### config.mk
export PLATFORM = sky130hd
export DESIGN_NAME = gf2_polynomial_mul_div_top
export DESIGN_NICKNAME = d
export VERILOG_FILES = /design/src/sv/gf2pm_pkg.sv /design/src/sv/gf2pm_cell.sv /design/src/sv/gf2pm_seq.sv /design/src/sv/gf2_polynomial_mul_div_top.sv
export VERILOG_INCLUDE_DIRS = /design/src /design/src/sv
export SDC_FILE = /design/constraint.sdc
export NUM_CORES = 1
export LEC_CHECK = 0
export BUFFER_PORTS_ARGS = -buffer_cell sky130_fd_sc_hd__clkbuf_2
export CELL_PAD_IN_SITES_DETAIL_PLACEMENT = 1
export CELL_PAD_IN_SITES_GLOBAL_PLACEMENT = 1
export CORE_MARGIN = 1.5
export CORE_UTILIZATION = 30
export CTS_CLUSTER_SIZE = 20
export DETAILED_ROUTE_END_ITERATION = 6
export PLACE_DENSITY_LB_ADDON = 0.25
export SLEW_MARGIN = 15
export SYNTH_ARGS = -nofsm -noshare
export SYNTH_HDL_FRONTEND = slang
export SYNTH_SLANG_ARGS = --single-unit
### constraint.sdc
create_clock -name i_clk -period 14.3 [get_ports i_clk]
set_input_delay 0.715 -clock i_clk [delete_from_list [all_inputs] [get_ports i_clk]]
set_output_delay 0.715 -clock i_clk [all_outputs]
set_load 0.02 [all_outputs]
### src/sv/gf2_polynomial_mul_div_top_assert.svh
// assertion macros used by the gf2 polynomial mul/div sequencer
`ifndef GF2_POLYNOMIAL_MUL_DIV_TOP_ASSERT_SVH
`define GF2_POLYNOMIAL_MUL_DIV_TOP_ASSERT_SVH

// same-cycle implication, checked on every clock outside reset
`define GF2PM_ASSERT_NOW(lbl, ante, cons, msg) \
    lbl: assert property (@(posedge i_clk) disable iff (!i_rst_n) (ante) |-> (cons)) \
        else $error(msg);

// next-cycle implication, checked on every clock outside reset
`define GF2PM_ASSERT_NEXT(lbl, ante, cons, msg) \
    lbl: assert property (@(posedge i_clk) disable iff (!i_rst_n) (ante) |=> (cons)) \
        else $error(msg);

`endif

### src/sv/gf2pm_pkg.sv
// shared types, command codes and widths of the gf2 polynomial mul/div unit
package gf2pm_pkg;

    localparam int unsigned WIDTH  = 32;  // operand bits taken into account, 2..32
    localparam int unsigned OPND_W = 32;
    localparam int unsigned PQ_W   = 63;
    localparam int unsigned REM_W  = 32;
    localparam int unsigned CNT_W  = $clog2(WIDTH);

    typedef logic [PQ_W-1:0]  t_pq;
    typedef logic [REM_W-1:0] t_rem;
    typedef logic [WIDTH-1:0] t_word;
    typedef logic [CNT_W-1:0] t_cnt;

    // commands broadcast to every cell of the row
    typedef logic [2:0] t_cmd;
    localparam t_cmd CMD_HOLD = 3'd0;
    localparam t_cmd CMD_LOAD = 3'd1;
    localparam t_cmd CMD_MUL  = 3'd2;
    localparam t_cmd CMD_NORM = 3'd3;
    localparam t_cmd CMD_DIV  = 3'd4;
    localparam t_cmd CMD_UNSH = 3'd5;

    typedef struct packed {
        t_cmd cmd;
        logic step_bit;  // multiplier lsb when multiplying, remainder msb when dividing
    } t_ctl;

    // one bit position of the datapath
    typedef struct packed {
        logic a;  // multiplicand
        logic b;  // multiplier or divisor
        logic r;  // upper product half or remainder
        logic q;  // lower product half or quotient
    } t_bits;

    typedef struct packed {
        logic b_lsb;
        logic b_msb;
        logic r_msb;
    } t_stat;

    typedef struct packed {
        logic cap;  // take the row contents into the output register
        logic mul;
        logic dz;
    } t_done;

endpackage

### src/sv/gf2pm_cell.sv
// one bit cell of the gf2 mul/div row
module gf2pm_cell (
    input  logic             i_clk,
    input  gf2pm_pkg::t_ctl  i_ctl,
    input  gf2pm_pkg::t_bits i_ld,
    input  gf2pm_pkg::t_bits i_up,
    input  gf2pm_pkg::t_bits i_dn,
    output gf2pm_pkg::t_bits o_bits
);

    gf2pm_pkg::t_bits r_bits;
    gf2pm_pkg::t_bits n_bits;

    always_comb begin
        n_bits = r_bits;
        unique case (i_ctl.cmd)
            gf2pm_pkg::CMD_HOLD: begin
                n_bits = r_bits;
            end
            gf2pm_pkg::CMD_LOAD: begin
                n_bits.a = i_ld.a;
                n_bits.b = i_ld.b;
                n_bits.r = i_ld.r;
                n_bits.q = 1'b0;
            end
            gf2pm_pkg::CMD_MUL: begin
                // add multiplicand when selected, shift down one place
                n_bits.r = i_up.r ^ (i_ctl.step_bit & i_up.a);
                n_bits.q = i_up.q;
                n_bits.b = i_up.b;
            end
            gf2pm_pkg::CMD_NORM: begin
                n_bits.b = i_dn.b;
            end
            gf2pm_pkg::CMD_DIV: begin
                // subtract aligned divisor when top bit set, shift up one place
                n_bits.r = i_dn.r ^ (i_ctl.step_bit & i_dn.b);
                n_bits.q = i_dn.q;
            end
            gf2pm_pkg::CMD_UNSH: begin
                n_bits.r = i_up.r;
            end
            default: begin
                n_bits = r_bits;
            end
        endcase
    end

    always_ff @(posedge i_clk) begin
        r_bits <= n_bits;
    end

    assign o_bits = r_bits;

endmodule

### src/sv/gf2pm_seq.sv
// sequencer that steps the cell row through multiply or long division
module gf2pm_seq (
    input  logic             i_clk,
    input  logic             i_rst_n,
    input  logic             i_in_valid,
    input  logic             i_func,
    input  logic             i_b_zero,
    input  gf2pm_pkg::t_stat i_stat,
    input  logic             i_out_free,
    output logic             o_in_ready,
    output gf2pm_pkg::t_ctl  o_ctl,
    output gf2pm_pkg::t_done o_done
);

    `include "gf2_polynomial_mul_div_top_assert.svh"

    localparam logic [2:0] ST_IDLE = 3'd0;
    localparam logic [2:0] ST_MUL  = 3'd1;
    localparam logic [2:0] ST_NORM = 3'd2;
    localparam logic [2:0] ST_DIV  = 3'd3;
    localparam logic [2:0] ST_UNSH = 3'd4;
    localparam logic [2:0] ST_FIN  = 3'd5;

    localparam gf2pm_pkg::t_cnt K_LAST = gf2pm_pkg::t_cnt'(gf2pm_pkg::WIDTH - 1);

    logic [2:0]      r_state, n_state;
    gf2pm_pkg::t_cnt r_s, n_s;  // divisor alignment shift
    gf2pm_pkg::t_cnt r_k, n_k;  // step count in the current phase
    logic            r_func, n_func;
    logic            r_dz, n_dz;

    always_comb begin
        n_state       = r_state;
        n_s           = r_s;
        n_k           = r_k;
        n_func        = r_func;
        n_dz          = r_dz;
        o_ctl.cmd     = gf2pm_pkg::CMD_HOLD;
        o_ctl.step_bit = (r_state == ST_MUL) ? i_stat.b_lsb : i_stat.r_msb;
        o_done.cap    = 1'b0;
        o_done.mul    = ~r_func;
        o_done.dz     = r_dz;
        unique case (r_state)
            ST_IDLE: begin
                if (i_in_valid) begin
                    o_ctl.cmd = gf2pm_pkg::CMD_LOAD;
                    n_func    = i_func;
                    n_dz      = i_func & i_b_zero;
                    n_s       = '0;
                    n_k       = '0;
                    priority if (!i_func) begin
                        n_state = ST_MUL;
                    end else if (i_b_zero) begin
                        n_state = ST_FIN;
                    end else begin
                        n_state = ST_NORM;
                    end
                end
            end
            ST_MUL: begin
                o_ctl.cmd = gf2pm_pkg::CMD_MUL;
                if (r_k == K_LAST) begin
                    n_state = ST_FIN;
                end else begin
                    n_k = r_k + gf2pm_pkg::t_cnt'(1);
                end
            end
            ST_NORM: begin
                if (i_stat.b_msb) begin
                    n_state = ST_DIV;
                end else begin
                    o_ctl.cmd = gf2pm_pkg::CMD_NORM;
                    n_s       = r_s + gf2pm_pkg::t_cnt'(1);
                end
            end
            ST_DIV: begin
                o_ctl.cmd = gf2pm_pkg::CMD_DIV;
                if (r_k == r_s) begin
                    n_state = ST_UNSH;
                    n_k     = '0;
                end else begin
                    n_k = r_k + gf2pm_pkg::t_cnt'(1);
                end
            end
            ST_UNSH: begin
                o_ctl.cmd = gf2pm_pkg::CMD_UNSH;
                if (r_k == r_s) begin
                    n_state = ST_FIN;
                end else begin
                    n_k = r_k + gf2pm_pkg::t_cnt'(1);
                end
            end
            ST_FIN: begin
                if (i_out_free) begin
                    o_done.cap = 1'b1;
                    n_state    = ST_IDLE;
                end
            end
            default: begin
                n_state = ST_IDLE;
            end
        endcase
    end

    always_ff @(posedge i_clk) begin
        if (!i_rst_n) begin
            r_state <= ST_IDLE;
            r_s     <= '0;
            r_k     <= '0;
            r_func  <= 1'b0;
            r_dz    <= 1'b0;
        end else begin
            r_state <= n_state;
            r_s     <= n_s;
            r_k     <= n_k;
            r_func  <= n_func;
            r_dz    <= n_dz;
        end
    end

    assign o_in_ready = (r_state == ST_IDLE);

    `GF2PM_ASSERT_NEXT(a_busy_after_accept, i_in_valid && o_in_ready, !o_in_ready,
        "block still ready after taking a word")
    `GF2PM_ASSERT_NOW(a_divisor_aligned, r_state == ST_DIV, i_stat.b_msb,
        "divisor not aligned during division")
    `GF2PM_ASSERT_NOW(a_step_in_range, r_state == ST_DIV || r_state == ST_UNSH, r_k <= r_s,
        "division step count passed the alignment shift")
    `GF2PM_ASSERT_NEXT(a_idle_after_capture, o_done.cap, o_in_ready,
        "sequencer not idle after result capture")

endmodule

### src/sv/gf2_polynomial_mul_div_top.sv
// top level of the gf2 polynomial multiply and long division unit
//
//  channel | direction | handshake                 | word
//  --------+-----------+---------------------------+----------------------------------------
//  in      | input     | i_in_valid / o_in_ready   | i_func, i_operand_a, i_operand_b
//  out     | output    | o_out_valid / i_out_ready | o_product_or_quotient, o_remainder,
//          |           |                           | o_divide_by_zero
//
//  one word is worked at a time in a row of WIDTH bit cells, each cell talking to its two
//  neighbors and the top cell also to bit 0; the row shifts at most once per cycle.
//  multiply: one shift-and-add step per multiplier bit; a new word is taken only when
//  the sequencer is back in idle after the result capture.
//  divide: with s = WIDTH-1-deg(divisor): the divisor is shifted up until aligned,
//  s+1 division steps follow, then the remainder is shifted back down s+1 places;
//  a zero divisor skips straight to the result.
//  the output register lets the next word enter while a result still waits; the row
//  then holds its finished result until the output register frees up.
//  reset is synchronous, active low, and clears control only.
module gf2_polynomial_mul_div_top (
    input  logic        i_clk,
    input  logic        i_rst_n,
    input  logic        i_in_valid,
    output logic        o_in_ready,
    input  logic        i_func,
    input  logic [31:0] i_operand_a,
    input  logic [31:0] i_operand_b,
    output logic        o_out_valid,
    input  logic        i_out_ready,
    output logic [62:0] o_product_or_quotient,
    output logic [31:0] o_remainder,
    output logic        o_divide_by_zero
);

    localparam int unsigned W = gf2pm_pkg::WIDTH;

    gf2pm_pkg::t_ctl  w_ctl;
    gf2pm_pkg::t_stat w_stat;
    gf2pm_pkg::t_done w_done;
    gf2pm_pkg::t_bits w_bits [W];
    gf2pm_pkg::t_bits w_ld   [W];
    gf2pm_pkg::t_bits w_up   [W];
    gf2pm_pkg::t_bits w_dn   [W];
    gf2pm_pkg::t_word w_r;
    gf2pm_pkg::t_word w_q;
    logic             w_b_zero;
    logic             w_out_free;

    logic             r_out_valid;
    gf2pm_pkg::t_pq   r_pq;
    gf2pm_pkg::t_rem  r_rem;
    logic             r_dz;

    // operand bits at and above WIDTH play no part
    assign w_b_zero   = (i_operand_b[W-1:0] == '0);
    assign w_out_free = !r_out_valid || i_out_ready;

    gf2pm_seq u_seq (
        .i_clk      (i_clk),
        .i_rst_n    (i_rst_n),
        .i_in_valid (i_in_valid),
        .i_func     (i_func),
        .i_b_zero   (w_b_zero),
        .i_stat     (w_stat),
        .i_out_free (w_out_free),
        .o_in_ready (o_in_ready),
        .o_ctl      (w_ctl),
        .o_done     (w_done)
    );

    // cell row, bit 0 at the bottom
    for (genvar i = 0; i < W; i++) begin : g_cell
        // multiply starts with a clear upper half, divide with the dividend as remainder
        assign w_ld[i].a = i_operand_a[i];
        assign w_ld[i].b = i_operand_b[i];
        assign w_ld[i].r = i_func & i_operand_a[i];
        assign w_ld[i].q = 1'b0;

        if (i == W - 1) begin : g_top
            // bit leaving the upper half feeds the lower product half
            assign w_up[i].a = 1'b0;
            assign w_up[i].b = 1'b0;
            assign w_up[i].r = 1'b0;
            assign w_up[i].q = w_bits[0].r ^ (w_ctl.step_bit & w_bits[0].a);
        end else begin : g_mid_up
            assign w_up[i] = w_bits[i+1];
        end

        if (i == 0) begin : g_bot
            // new quotient bit enters at the bottom
            assign w_dn[i].a = 1'b0;
            assign w_dn[i].b = 1'b0;
            assign w_dn[i].r = 1'b0;
            assign w_dn[i].q = w_ctl.step_bit;
        end else begin : g_mid_dn
            assign w_dn[i] = w_bits[i-1];
        end

        gf2pm_cell u_cell (
            .i_clk  (i_clk),
            .i_ctl  (w_ctl),
            .i_ld   (w_ld[i]),
            .i_up   (w_up[i]),
            .i_dn   (w_dn[i]),
            .o_bits (w_bits[i])
        );

        assign w_r[i] = w_bits[i].r;
        assign w_q[i] = w_bits[i].q;
    end

    assign w_stat.b_lsb = w_bits[0].b;
    assign w_stat.b_msb = w_bits[W-1].b;
    assign w_stat.r_msb = w_bits[W-1].r;

    // output register
    always_ff @(posedge i_clk) begin
        if (!i_rst_n) begin
            r_out_valid <= 1'b0;
        end else if (w_done.cap) begin
            r_out_valid <= 1'b1;
        end else if (i_out_ready) begin
            r_out_valid <= 1'b0;
        end
    end

    always_ff @(posedge i_clk) begin
        if (w_done.cap) begin
            if (w_done.mul) begin
                // product top bit is always clear, drop it
                r_pq  <= gf2pm_pkg::t_pq'({w_r[W-2:0], w_q});
                r_rem <= '0;
            end else begin
                r_pq  <= gf2pm_pkg::t_pq'(w_q);
                r_rem <= gf2pm_pkg::t_rem'(w_r);
            end
            r_dz <= w_done.dz;
        end
    end

    assign o_out_valid           = r_out_valid;
    assign o_product_or_quotient = r_pq;
    assign o_remainder           = r_rem;
    assign o_divide_by_zero      = r_dz;

endmodule
==> run summary <==
In the finished design, the share of the clock period the worst path needs comes to 0.205. The standard-cell row count came out at 69. The leading register cell type out of synthesis is sky130_fd_sc_hd__edfxtp_1.

The vias after detailed routing came out at 7434. In this run the worst hold path is classified as in -> reg. The clock network fraction of design power is 0.245.

In the synthesized netlist, the number of instances is 859. Setup violations remaining at the end of the flow were counted as 0. In the routed layout, each cell is associated on average with a via count of 4.96.

At the worst endpoint, the required time is 14.58 ns. The number of search-and-repair iterations in the first detailed-routing pass came out at 6. Counting I/O delays and the setup requirement, the final critical path takes 2.93 ns.

The actual transition at the worst max-transition pin is 1.07 ns. The total number of H-tree levels is 1. The boundary pin count came out at 167.

The maximum clock path buffer count came out at 3. The congestion estimate from routability-driven global placement came to 0.748. In this run the cell area of the synthesized design comes to 10700 um2. The count of nets left with antenna violations after detail routing came out at 0. In this run, synthesis inferred 224 flip-flops with an integrated enable.

The average detailed-routed wire length per instance came out at 19.2 um. At the end of the flow, the number of nets in the layout was 1087. The overall die area came out at 36900 um2. The synthesized design contains 240 register bits.

The arrival time at the worst endpoint is 3.21 ns. The share of power burned in registers is 0.466. The via count of the first global-routing pass came out at 7490.

The total detailed-routing wirelength is 28.8 mm. The number of buffers inserted during clock tree synthesis came out at 28. The clock input transition at the sequential cells of the worst setup and hold paths is 0.06 ns.

The TritonCTS clock tree is built. The core outline area is 35400 um2. The reported leakage power came out at 4.94 nW.

For this configuration, the core starts out at a cell density of 0.303. The area overhead of the layout relative to synthesis came out at 20.9%. The share of flip-flops with an asynchronous set or reset is 0. For this run, the top clock speed supported by timing is 342 MHz.

The startpoint type of the worst setup path is a register. In this run the tightest slew margin relative to its limit is 0.289. The sum of negative setup slack is 0 ns. The number of sinks on the clock net is 240. The total of buffers placed on input and output ports is 166.

Buffers added to address setup during post-CTS repair amount to 0. The tool flagged a number of max-cap violations equal to 0. The maximum number of pins on one net before global-route repair came out at 64. The share of post-route cells with drive strength above 1 is 0.226. The clock latency of the later-clocked register in the worst-skew pair came out at 0.55 ns. The switching part of the total power is 0.360.

Setup repair after global routing left no endpoint under its margin. After detailed routing, the number of remaining DRC violations is 0. The number of pins with negative max-slew slack in the final report came out at 0. The worst-case vdd ir drop came out at 0.0850 mV. The sequential cell area fraction in the yosys report is 0.658. The power density over cell area came out at 217 nW/um2.

Detailed placement ended at an HPWL of 19.3 mm. The internal power summed over all cells came out at 0.00180 W. The average instance in the mapped netlist occupies 12.5 um2. The final-layout worst hold slack came out at 0.359 ns. The library cell used as clock root buffer is sky130_fd_sc_hd__clkbuf_16. The number of warning messages in the yosys log came out at 0. The number of DRC violations after detailed-routing iteration 0 is 505. Counting tap cells, the placed design contains a total of 1446 instances. After global routing the overflow that remains totals 0. The final hold violation count came out at 0.

The hold buffer count at CTS is 0. After clock tree synthesis, the repair step resized 0 gates. The global-route wire length before repair came out at 44.3 mm. The switching power of the nets came out at 0.00101 W. Leaving out fill and tap cells, the most frequent cell in the layout is sky130_fd_sc_hd__edfxtp_1. The relative contribution of combinational cells to total power is 0.290. The flow ran to the end, and the final reports show no timing, DRC or antenna violations. The final instance count without filler cells is 1499.

The library cells used most frequently in the layout, excluding fill and tap cells, are 224 x sky130_fd_sc_hd__edfxtp_1, 166 x sky130_fd_sc_hd__clkbuf_2, 110 x sky130_fd_sc_hd__nand2_1, 50 x sky130_fd_sc_hd__o21ai_0, 43 x sky130_fd_sc_hd__nor2_1. The overall fraction of global-route tracks in use is 0.158. Of all nets on the critical path, the largest fanout is 63. The clock tree skew after final layout is 0.0178 ns. The die is 192 um wide. The number of antenna violations at the first check in global routing was 3. From bottom edge to top edge, the die measures 192 um. The synthesized netlist net count is 931. The worst setup path is of the reg -> reg kind. STA classifies the critical path endpoint as a register.

The count of cell types in the netlist is 49.
Yosys cell counts (all sizes together), types with 3 or more instances:
master	count	area, um2
o21ai	64	320
a21oi	41	205
nor3	11	55.1
o311a	25	250
xor2	40	350
nand3	4	20.0
nor3b	4	35.0
nand4	5	31.3
nand2	110	413
and2	32	200
inv	34	128
ha	3	37.5
nor4	8	50.1
nor2b	34	213
a222oi	29	290
a211o	3	26.3
clkbuf	38	143
a32o	3	30.0
mux2i	32	320
a22o	4	35.0
dfxtp	16	320
buf	19	86.3
edfxtp	224	6730
o211ai	6	45.0
nor2	44	165
power by group through the flow:
stage | combinational [W] | sequential [W] | clock (W)
after floorplan | 0.000609 | 0.00124 | 0
after global placement | 0.000801 | 0.00133 | 0
after detailed placement | 0.000829 | 0.00133 | 0
after CTS | 0.000832 | 0.00132 | 0.000710
after global routing | 0.000919 | 0.00135 | 0.000736
final | 0.000814 | 0.00131 | 0.000688
kinds of logic after synthesis:
group	Yosys count	synth area share
and+or+nand+nor	264	0.120
DFF	240	0.658
AOI/OAI and AO/OA	187	0.121
buffers and inverters	91	0.0333
xor gates and xnor gates	41	0.0335
muxes	33	0.0313
adders and majority gates	3	0.00350
final timing paths:
kind	startpoint	endpoint	slack [ns]	depth (start not counted)
max reg2reg	u_seq.r_state[0]$_SDFFE_PN0P_	g_cell[18].u_cell.o_bits[1]$_DFFE_PP_	11.37	6
max	u_seq.r_state[0]$_SDFFE_PN0P_	g_cell[18].u_cell.o_bits[1]$_DFFE_PP_	11.37	6
min reg2reg	u_seq.r_dz$_SDFFE_PN0P_	o_divide_by_zero$_DFFE_PP_	0.45	0
min	i_operand_a[3]	g_cell[3].u_cell.o_bits[3]$_DFFE_PP_	0.36	1
layer usage:
layer | vias to the layer above | track usage | part of all wire
li1 | 3522 | - | -
met2 | 174 | 0.253 | 0.47
met4 | 0 | 0.0465 | 0.020
met3 | 41 | 0.0316 | 0.055
met1 | 3697 | 0.215 | 0.46
met5 | - | 0 | 0
final cells by class:
type | count | area (um2)
Fill cell | 3858 | 22400
Sequential cell | 240 | 7050
Multi-Input combinational cell | 528 | 3350
Timing Repair Buffer | 183 | 958
Clock buffer | 33 | 741
Tap cell | 461 | 577
Clock inverter | 17 | 139
Inverter | 34 | 128
Antenna cell | 3 | 7.51
critical path: stages, from the launching register on:
cell and delay, ns:
sky130_fd_sc_hd__dfxtp_1 0.90, sky130_fd_sc_hd__or3b_2 0.50, sky130_fd_sc_hd__buf_4 0.31, sky130_fd_sc_hd__mux2_4 0.53, sky130_fd_sc_hd__nand2_1 0.14, sky130_fd_sc_hd__xor2_1 0.16, sky130_fd_sc_hd__o21ai_0 0.09
through the flow:
step	instance area, um2	utilization	power (W)	worst slack [ns]
2_1_floorplan	10700	-	0.00185	6.15
3_3_place_gp	12100	0.341	0.00213	11.39
3_5_place_dp	12100	0.341	0.00216	11.31
4_1_cts	12900	0.366	0.00286	11.33
5_1_grt	13000	0.366	0.00300	11.11
6_report	13000	0.366	0.00281	11.37
registers in the layout, indices dropped and copies added (netlist names), 3 cells and up:
name,cells
g_cell.u_cell.o_bits,128
o_product_or_quotient,63
o_remainder,32
u_seq.r_k,5
u_seq.r_s,5
u_seq.r_state,3
Note: power is estimated with default switching activity, not from simulation.
